<file path="config.mk">
export PLATFORM = sky130hd
export DESIGN_NAME = graphics_tag_packet_unpacker
export DESIGN_NICKNAME = d
export VERILOG_FILES = /design/src/sv/gtpu_pkg.sv /design/src/sv/gtpu_core.sv /design/src/sv/graphics_tag_packet_unpacker.sv
export SDC_FILE = /design/constraint.sdc
export NUM_CORES = 1
export LEC_CHECK = 0
export BUFFER_PORTS_ARGS = -buffer_cell sky130_fd_sc_hd__buf_2
export CORE_MARGIN = 2
export CORE_UTILIZATION = 34
export DETAILED_ROUTE_END_ITERATION = 6
export PLACE_DENSITY_LB_ADDON = 0.05
export SETUP_SLACK_MARGIN = 0.02
export SLEW_MARGIN = 25
export SYNTH_ARGS = -nofsm -noshare
export SYNTH_HDL_FRONTEND = slang
export SYNTH_SLANG_ARGS = --single-unit
</file>
<file path="constraint.sdc">
create_clock -name clk -period 8.1 [get_ports clk]
set_input_delay 1.62 -clock clk [delete_from_list [all_inputs] [get_ports clk]]
set_output_delay 1.62 -clock clk [all_outputs]
set_load 0.03 [all_outputs]
</file>
<file path="src/sv/gtpu_pkg.sv">
// Types and constants for the graphics tag packet unpacker.
package gtpu_pkg;

    localparam int unsigned LOOP_W = 15;
    localparam int unsigned POS_W  = 5;
    localparam int unsigned FMT_W  = 2;
    localparam int unsigned KIND_W = 3;
    localparam int unsigned REG_W  = 4;

    localparam int unsigned PRIM_BIT = 46;
    localparam int unsigned FMT_LSB  = 58;
    localparam int unsigned NREG_LSB = 60;

    localparam logic [POS_W-1:0] FULL_LIST = 5'd16;

    localparam logic [KIND_W-1:0] KIND_PACKED  = 3'd0;
    localparam logic [KIND_W-1:0] KIND_REG     = 3'd1;
    localparam logic [KIND_W-1:0] KIND_RAW     = 3'd2;
    localparam logic [KIND_W-1:0] KIND_TAG_ACC = 3'd3;
    localparam logic [KIND_W-1:0] KIND_TAG_REJ = 3'd4;

    localparam logic [FMT_W-1:0] FMT_PACKED  = 2'd0;
    localparam logic [FMT_W-1:0] FMT_REGLIST = 2'd1;

    typedef struct packed {
        logic [KIND_W-1:0] kind;
        logic [REG_W-1:0]  target_reg;
        logic [63:0]       word_lo;
        logic [63:0]       word_hi;
        logic              transfer_done;
        logic              last;
    } result_t;

    typedef struct packed {
        result_t first;
        result_t second;
        logic    two;
    } result_pair_t;

endpackage

</file>
<file path="src/sv/gtpu_core.sv">
// Tag decode, unpack state and per-quadword result generation.
module gtpu_core
(
    input  logic                 clk,
    input  logic                 rst_n,
    input  logic                 step,
    input  logic [63:0]          data_lo,
    input  logic [63:0]          data_hi,
    output gtpu_pkg::result_pair_t res
);

    logic                          held_reg, held_next;
    logic [gtpu_pkg::FMT_W-1:0]    fmt_reg, fmt_next;
    logic [gtpu_pkg::LOOP_W-1:0]   loops_reg, loops_next;
    logic [gtpu_pkg::POS_W-1:0]    pos_reg, pos_next;
    logic [gtpu_pkg::POS_W-1:0]    rpl_reg, rpl_next;
    logic [63:0]                   list_reg, list_next;

    logic [gtpu_pkg::POS_W-1:0]    pos1, pos_a, pos2, pos_b;
    logic [gtpu_pkg::LOOP_W-1:0]   loops_a, loops_b, loops_i, nloop;
    logic                          wrap1, wrap2, done1, done2, done_i;
    logic [gtpu_pkg::REG_W-1:0]    cur0, cur1, nregs;

    always_comb
    begin
        // first register slot
        cur0    = list_reg[{pos_reg[3:0], 2'b00} +: 4];
        pos1    = pos_reg + 5'd1;
        wrap1   = (pos1 >= rpl_reg);
        pos_a   = wrap1 ? '0 : pos1;
        loops_a = wrap1 ? loops_reg - 15'd1 : loops_reg;
        done1   = wrap1 && (loops_a == '0);
        // second slot, REGLIST high dword
        cur1    = list_reg[{pos_a[3:0], 2'b00} +: 4];
        pos2    = pos_a + 5'd1;
        wrap2   = (pos2 >= rpl_reg);
        pos_b   = wrap2 ? '0 : pos2;
        loops_b = wrap2 ? loops_a - 15'd1 : loops_a;
        done2   = wrap2 && (loops_b == '0);
        // IMAGE
        loops_i = loops_reg - 15'd1;
        done_i  = (loops_i == '0);
        // tag fields
        nloop   = data_lo[gtpu_pkg::LOOP_W-1:0];
        nregs   = data_lo[gtpu_pkg::NREG_LSB +: 4];

        held_next  = held_reg;
        fmt_next   = fmt_reg;
        loops_next = loops_reg;
        pos_next   = pos_reg;
        rpl_next   = rpl_reg;
        list_next  = list_reg;
        res        = '0;

        if (!held_reg)
        begin
            res.first.last = 1'b1;
            if ((nloop == '0) || data_lo[gtpu_pkg::PRIM_BIT])
            begin
                res.first.kind = gtpu_pkg::KIND_TAG_REJ;
            end
            else
            begin
                res.first.kind = gtpu_pkg::KIND_TAG_ACC;
                held_next  = 1'b1;
                fmt_next   = data_lo[gtpu_pkg::FMT_LSB +: 2];
                loops_next = nloop;
                pos_next   = '0;
                rpl_next   = (nregs == '0) ? gtpu_pkg::FULL_LIST : {1'b0, nregs};
                list_next  = data_hi;
            end
        end
        else
        begin
            case (fmt_reg)
                gtpu_pkg::FMT_PACKED:
                begin
                    res.first.kind          = gtpu_pkg::KIND_PACKED;
                    res.first.target_reg    = cur0;
                    res.first.word_lo       = data_lo;
                    res.first.word_hi       = data_hi;
                    res.first.transfer_done = done1;
                    res.first.last          = 1'b1;
                    pos_next   = pos_a;
                    loops_next = loops_a;
                    held_next  = !done1;
                end
                gtpu_pkg::FMT_REGLIST:
                begin
                    res.first.kind       = gtpu_pkg::KIND_REG;
                    res.first.target_reg = cur0;
                    res.first.word_lo    = data_lo;
                    if (done1)
                    begin
                        // transfer ends on low dword, high dword dropped
                        res.first.transfer_done = 1'b1;
                        res.first.last          = 1'b1;
                        pos_next   = pos_a;
                        loops_next = loops_a;
                        held_next  = 1'b0;
                    end
                    else
                    begin
                        res.two                  = 1'b1;
                        res.second.kind          = gtpu_pkg::KIND_REG;
                        res.second.target_reg    = cur1;
                        res.second.word_lo       = data_hi;
                        res.second.transfer_done = done2;
                        res.second.last          = 1'b1;
                        pos_next   = pos_b;
                        loops_next = loops_b;
                        held_next  = !done2;
                    end
                end
                default:
                begin
                    res.two                  = 1'b1;
                    res.first.kind           = gtpu_pkg::KIND_RAW;
                    res.first.word_lo        = data_lo;
                    res.second.kind          = gtpu_pkg::KIND_RAW;
                    res.second.word_lo       = data_hi;
                    res.second.transfer_done = done_i;
                    res.second.last          = 1'b1;
                    loops_next = loops_i;
                    held_next  = !done_i;
                end
            endcase
        end
    end

    always_ff @(posedge clk or negedge rst_n)
    begin
        if (!rst_n)
        begin
            held_reg  <= 1'b0;
            fmt_reg   <= '0;
            loops_reg <= '0;
            pos_reg   <= '0;
            rpl_reg   <= gtpu_pkg::FULL_LIST;
            list_reg  <= '0;
        end
        else if (step)
        begin
            held_reg  <= held_next;
            fmt_reg   <= fmt_next;
            loops_reg <= loops_next;
            pos_reg   <= pos_next;
            rpl_reg   <= rpl_next;
            list_reg  <= list_next;
        end
    end

endmodule

</file>
<file path="src/sv/graphics_tag_packet_unpacker.sv">
// Graphics tag packet unpacker top level: input register, core, result queue.
// Takes one 128-bit quadword per cycle, while in_stall is low, into an input
// register; the core turns it into one result word (tags, PACKED writes,
// REGLIST writes at transfer end) or two (REGLIST, IMAGE) that go into a
// four-entry result queue. The single result port drains one word per cycle
// while out_stall is low, so the sustained rate is one quadword per cycle for
// one-word items, while two-word items are paced by that port. A quadword's
// results pass through the input register and the result queue to the port.
module graphics_tag_packet_unpacker
(
    input  logic        clk,
    input  logic        rst_n,
    input  logic        in_valid,
    output logic        in_stall,
    input  logic [63:0] data_lo,
    input  logic [63:0] data_hi,
    output logic        out_valid,
    input  logic        out_stall,
    output logic [2:0]  kind,
    output logic [3:0]  target_reg,
    output logic [63:0] word_lo,
    output logic [63:0] word_hi,
    output logic        transfer_done,
    output logic        last
);

    localparam int unsigned DEPTH = 4;

    logic                  in_vld_reg, in_vld_next;
    logic [63:0]           lo_reg, hi_reg;
    logic                  accept, step, pop, room;
    gtpu_pkg::result_pair_t res;

    gtpu_pkg::result_t     fifo_reg [DEPTH];
    logic [1:0]            wr_ptr_reg, rd_ptr_reg;
    logic [2:0]            count_reg, count_next, count_left;
    gtpu_pkg::result_t     head;

    gtpu_core u_core
    (
        .clk     (clk),
        .rst_n   (rst_n),
        .step    (step),
        .data_lo (lo_reg),
        .data_hi (hi_reg),
        .res     (res)
    );

    assign pop        = out_valid && !out_stall;
    assign count_left = count_reg - {2'b00, pop};
    assign room       = (count_left <= 3'd2);
    assign step       = in_vld_reg && room;
    assign in_stall   = in_vld_reg && !step;
    assign accept     = in_valid && !in_stall;

    always_comb
    begin
        in_vld_next = in_vld_reg;
        if (accept)
        begin
            in_vld_next = 1'b1;
        end
        else if (step)
        begin
            in_vld_next = 1'b0;
        end
        count_next = count_left;
        if (step)
        begin
            count_next = count_left + (res.two ? 3'd2 : 3'd1);
        end
    end

    always_ff @(posedge clk or negedge rst_n)
    begin
        if (!rst_n)
        begin
            in_vld_reg <= 1'b0;
            wr_ptr_reg <= '0;
            rd_ptr_reg <= '0;
            count_reg  <= '0;
        end
        else
        begin
            in_vld_reg <= in_vld_next;
            count_reg  <= count_next;
            if (pop)
            begin
                rd_ptr_reg <= rd_ptr_reg + 2'd1;
            end
            if (step)
            begin
                wr_ptr_reg <= wr_ptr_reg + (res.two ? 2'd2 : 2'd1);
            end
        end
    end

    always_ff @(posedge clk)
    begin
        if (accept)
        begin
            lo_reg <= data_lo;
            hi_reg <= data_hi;
        end
        if (step)
        begin
            fifo_reg[wr_ptr_reg] <= res.first;
            if (res.two)
            begin
                fifo_reg[wr_ptr_reg + 2'd1] <= res.second;
            end
        end
    end

    assign head          = fifo_reg[rd_ptr_reg];
    assign out_valid     = (count_reg != '0);
    assign kind          = head.kind;
    assign target_reg    = head.target_reg;
    assign word_lo       = head.word_lo;
    assign word_hi       = head.word_hi;
    assign transfer_done = head.transfer_done;
    assign last          = head.last;

endmodule

</file>
## After elaboration in Yosys (flattened, before gate mapping)

Memories as Yosys holds them, arrays and structs flattened.
Cells that the tools add are included.

| word-level totals | value |
|---|---|
| flip-flop bits (word level) | 228 |
| bits in writable memories | 548 |
| bits of input ports | 132 |
| word-level logic and storage cells | 101 |
| memories | 1 |

Memories:

| name | words | bits a word | read ports | clocked after Yosys merged registers in | write ports | RTL line | text |
|---|---|---|---|---|---|---|---|
| fifo_reg | 4 | 137 | 1 | 0 | 2 | graphics_tag_packet_unpacker.sv:34 | `gtpu_pkg::result_t fifo_reg [DEPTH];` |

| cells by class | value |
|---|---|
| $add $sub $neg | 9 |
| magnitude comparators | 3 |
| eq/ne operators | 3 |
| shifts and indexed selects | 2 |
| muxes and demuxes | 44 |
| bitwise logic cells | 2 |
| reduce and logical (&&, ||, !) cells | 25 |

Operators by type and width:

| operator | count |
|---|---|
| two-way mux 133 bit | 1 |
| one-hot mux 64 bit (2 select lines) | 1 |
| variable part select 64 x 7 -> 4 bit | 2 |
| two-way mux 15 bit | 5 |
| two-way mux 71 bit | 1 |
| two-way mux 69 bit | 1 |
| two-way mux 64 bit | 1 |
| zero test 15 bit | 4 |
| two-way mux 5 bit | 6 |
| one-hot mux 15 bit (2 select lines) | 1 |
| subtractor 15 x 1 -> 15 bit (second input constant) | 2 |
| two-way mux 3 bit | 5 |
| one-hot mux 3 bit (2 select lines) | 2 |
| two-way mux 1 bit | 11 |
| adder 5 x 1 -> 5 bit (second input constant) | 2 |
| greater-or-equal comparator 5 bit | 2 |
| one-hot mux 5 bit (2 select lines) | 1 |
| two-way mux 4 bit | 2 |
| one-hot mux 2 bit (2 select lines) | 2 |
| logical AND 1 bit | 6 |
| zero test 1 bit | 6 |
| two-way mux 2 bit | 3 |
| AND reduction 3 bit | 2 |
| adder 2 x 1 -> 2 bit (second input constant) | 2 |
| other kinds (16) | 17 |

## Longest topological paths before layout

| logic depth | value |
|---|---|
| word-level depth | 14 |
| gate-level depth with buffers | 26 |

## Cells and area by module

Synthesis repeated with hierarchy kept, for this count alone.

| unflattened totals | value |
|---|---|
| cell total of the unflattened synthesis | 2561 |
| area total of the unflattened synthesis | 39764.4 sq um |

By module, submodules not included:

| module | times used | cells an instance | area each (sq um) |
|---|---|---|---|
| graphics_tag_packet_unpacker | 1 | 1507 | 30848.3 |
| gtpu_core | 1 | 1054 | 8916.1 |

## Worst setup path after synthesis

OpenSTA, ideal clock, no wires.

| path | value |
|---|---|
| kind | register -> register |
| start | register u_core.pos_reg[1] (netlist bit) |
| end | memory fifo_reg[1][1] (netlist bit), data pin |
| library setup time | 0.153 ns |
| arrival time | 5.827 ns |
| slack | 2.120 ns |
| stages on the path, launching flop included | 26 |
| buffers on the path | 5 |
| period minus slack after synthesis | 5.980 ns |
| path through | dfrtp_1 clkbuf_1 nand3_1 xnor2_1 ha_1 and2_1 clkbuf_1 a21oi_1 clkbuf_1 buf_1 nand2_1 inv_1 ha_1 nor2_1 or2_2 ha_1 a21o_1 a31oi_1 o21ai_0 clkbuf_1 nand4b_1 nor4_1 o211ai_1 a2111oi_0 a21oi_1 o22ai_1 |

RTL lines:

| element | RTL line | text |
|---|---|---|
| start: declaration | gtpu_core.sv:15 | `logic [gtpu_pkg::POS_W-1:0] pos_reg, pos_next;` |
| start signal: assignment | gtpu_core.sv:147 | `pos_reg <= pos_next;` |
| end: declaration | graphics_tag_packet_unpacker.sv:34 |  |

==> impl_metrics.yaml <==
setup_path:
  worstPathCellList: "buf_4 > nand3_1 > xnor2_1 > ha_1 > and2_1 > a21oi_2 > nand2_1 > and2_1 > or2_2 > ha_1 > a21o_1 > a31oi_1 > o21ai_0 > buf_4 > nand2_1 > or3_1 > nor4bb_1 > o21ai_0 > a2111oi_0 > a21oi_1 > o22ai_1"
  r2r_setup_slack_ps: 1470
  crit_type: "register to register"
  cp_top_family: "simple AND/OR/NAND/NOR gates"
  ff2ff_path_depth: 21
  reg2reg_from: "u_core.pos_reg[0]$_DFFE_PN0P_"
  end_kind: "register"
  crit_slowest_cell: "a2111oi_0"
  r2r-end: "fifo_reg[0][1]$_DFFE_PP_"
  cp.arrival_ps: 7120
  critPathRequiredTime_ps: 8600
  worstSetupStartpoint: "u_core.pos_reg[0]$_DFFE_PN0P_"
  cp_slowest_stage_delay_ps: 700
  setup.worst_path.start_class: "register"
  crit_path_max_fanout: 42
  path_buf_inv: 2
  cp_num_cells: 21
grt:
  first_global_vias: 26802
  groute.usage.overall: 0.240
  grt_overflow: 0
  grt_first_pass_wirelength_mm: 191
  grt_max_degree: 157
  antenna_found_initial: 2
finish:
  layout-drive-gt1-share: 0.233
  final_common_cell: "edfxtp_1"
  layout_common_cells: "edfxtp_1, nand2_1, a21oi_1"
  largest_reg_flops: 548
  fillCellCount: 10008
  flow.area_growth_from_synthesis_pct: 15.0
  nNetsFinal: 3203
  antenna_cells: 0
clock_network:
  cts.sinks: 776
  cts_max_level: 3
  cts_resized: 0
  clk_pin_slew_worst_paths_ps: 60
  cts_max_path_buffers: 3
  ctsHoldBuffers: 0
  clock_latency_ps: 680
  numCtsBuffers: 92
  cts_setup_buffers: 0
  cts-root-buf: "clkbuf_16"
  cts_tree: "built"
pwr:
  peakVddDrop_v: 0.000455
  p_leak_nw: 14.2
  power_density_nw_per_um2: 469
die:
  die_height_um: 328
  io_pins: 271
  die_area_um2: 108000
  start_util: 0.344
  core_area_um2: 104000
  std_cell_rows: 118
  die-width_um: 328
flow_run:
  max-cap-violations: 0
synth:
  synthCells: 2989
  syn_area_um2: 35800
  synth_seq_cells: 776
  avgSynthCellArea_um2: 12.0
  async_flop_share: 0.129
  synth_edf_count: 416
  ys.flop_type: "edfxtp_1"
  yosys_warnings: 0
  syn_nets: 3142
  yosysSeqAreaShare: 0.565
  ys_types: 76
min_path:
  holdCritPathClass: "register to register"
  hold-path-cell-count: 2
  worstHoldStart: "fifo_reg[2][55]$_SDFFE_PP0P_"
  whs_endpoint: "fifo_reg[2][55]$_SDFFE_PP0P_"
detailed_routing:
  viasPerCell: 5.93
  drt_first_pass_iters: 6
  drt_iter0_markers: 2781
  drtAntennaViolNets: 0
  wl_per_cell_um: 29.1
  drc_errors: 0
  wl_mm: 131
  vias: 26746
sta:
  finalSetupViolCount: 0
  rsz0062_at_grt: "no"
  fin_crit_sh: 0.818
  tns_ps: 0
  fmaxAchievable_mhz: 151
  fin_skew_ps: 25.3
  period_minus_slack_ps: 6630
  hold_slack_ps: 451
  relSlewSlack: 0.250
  worst_pin_slew_ps: 1120
  final-hold-violation-count: 0
  final_max_slew_viol_count: 0
placed_design:
  dp_hpwl_mm: 75.4
  io_buffers: 270
  gp_congestion: 0.863
status:
  outcome: "finished clean"
## power by group
part | total (W) | switching [W] | internal (W)
sequential | 0.00704 | 0.00130 | 0.00574
combinational | 0.00812 | 0.00538 | 0.00274
clock | 0.00414 | 0.00171 | 0.00242
## cell families after synthesis
logic type      Yosys count  synth area share
flops                   776             0.565
simple gates            809             0.104
mux                     246             0.128
buf+inv                 375            0.0413
xor+xnor                 37           0.00906
compound gates          725             0.146
fa+ha+maj                21           0.00755
## cell usage after synthesis (10+ instances only)
library cell | instances | area, um^2
dfxtp_1 | 260 | 5200
edfxtp_1 | 416 | 12500
xnor2_1 | 29 | 254
o21ai_0 | 67 | 335
mux2i_1 | 18 | 180
buf_1 | 92 | 345
or3_1 | 10 | 62.6
mux2_2 | 65 | 732
a32o_1 | 257 | 2570
nand3_1 | 274 | 1370
clkbuf_1 | 227 | 852
o211ai_1 | 12 | 90.1
nor2_1 | 59 | 221
and2_1 | 11 | 68.8
dfrtp_1 | 99 | 2480
buf_2 | 31 | 155
nor2b_1 | 10 | 62.6
nand2_1 | 360 | 1350
nand2b_1 | 13 | 81.3
a211oi_1 | 16 | 120
a21oi_1 | 299 | 1500
ha_1 | 20 | 250
nor3_1 | 21 | 105
o22ai_1 | 10 | 62.6
mux4_2 | 163 | 3670
inv_1 | 19 | 71.3
## cell type report
cell class	count	area [um^2]	share of cell area
clock buffers	143	2740	0.0666
clock inverters	29	259	0.00629
inverters	21	78.8	0.00192
multi-input cells	1838	14200	0.346
flip-flops and latches	776	20200	0.491
well taps	1380	1730	0.0420
repair buffers	321	1900	0.0463
## metrics by stage
stage	instances	cell area, um^2	util	worst slack [ps]	total power [W]
floorplan	2989	35800	-	2120	0.0121
global placement	4334	38100	0.366	1590	0.0152
detailed placement	4335	38100	0.367	1500	0.0153
CTS	4507	41100	0.396	1470	0.0195
global route	4508	41100	0.396	859	0.0203
finish	4508	41100	0.396	1470	0.0193
## how the worst max path moves through the flow
stage | to | slack (ps)
global placement | fifo_reg[1][1]$_DFFE_PP_ | 1590
floorplan | fifo_reg[1][1]$_DFFE_PP_ | 2120
detailed placement | fifo_reg[0][1]$_DFFE_PP_ | 1500
CTS | fifo_reg[0][1]$_DFFE_PP_ | 1470
global route | fifo_reg[0][1]$_DFFE_PP_ | 860
finish | fifo_reg[0][1]$_DFFE_PP_ | 1470
## worst reg2reg max path: cells and delay by family (launching register included)
family,cells,cell delay (ps)
AO/OA/AOI/OAI,8,1950
XOR/XNOR,1,460
adder cells (fa/ha/maj),2,650
buffers and inverters,2,700
flip-flops,1,360
AND/OR/NAND/NOR,8,2340
## routing by layer
| layer | GRT usage | vias up | share of wire |
|---|---|---|---|
| met2 | 0.399 | 1034 | 0.49 |
| li1 | - | 11623 | - |
| met3 | 0.0327 | 148 | 0.058 |
| met5 | 0 | - | 0 |
| met4 | 0.0563 | 0 | 0.019 |
| met1 | 0.333 | 13941 | 0.43 |
No activity file was read; power rests on OpenSTA's default activity.
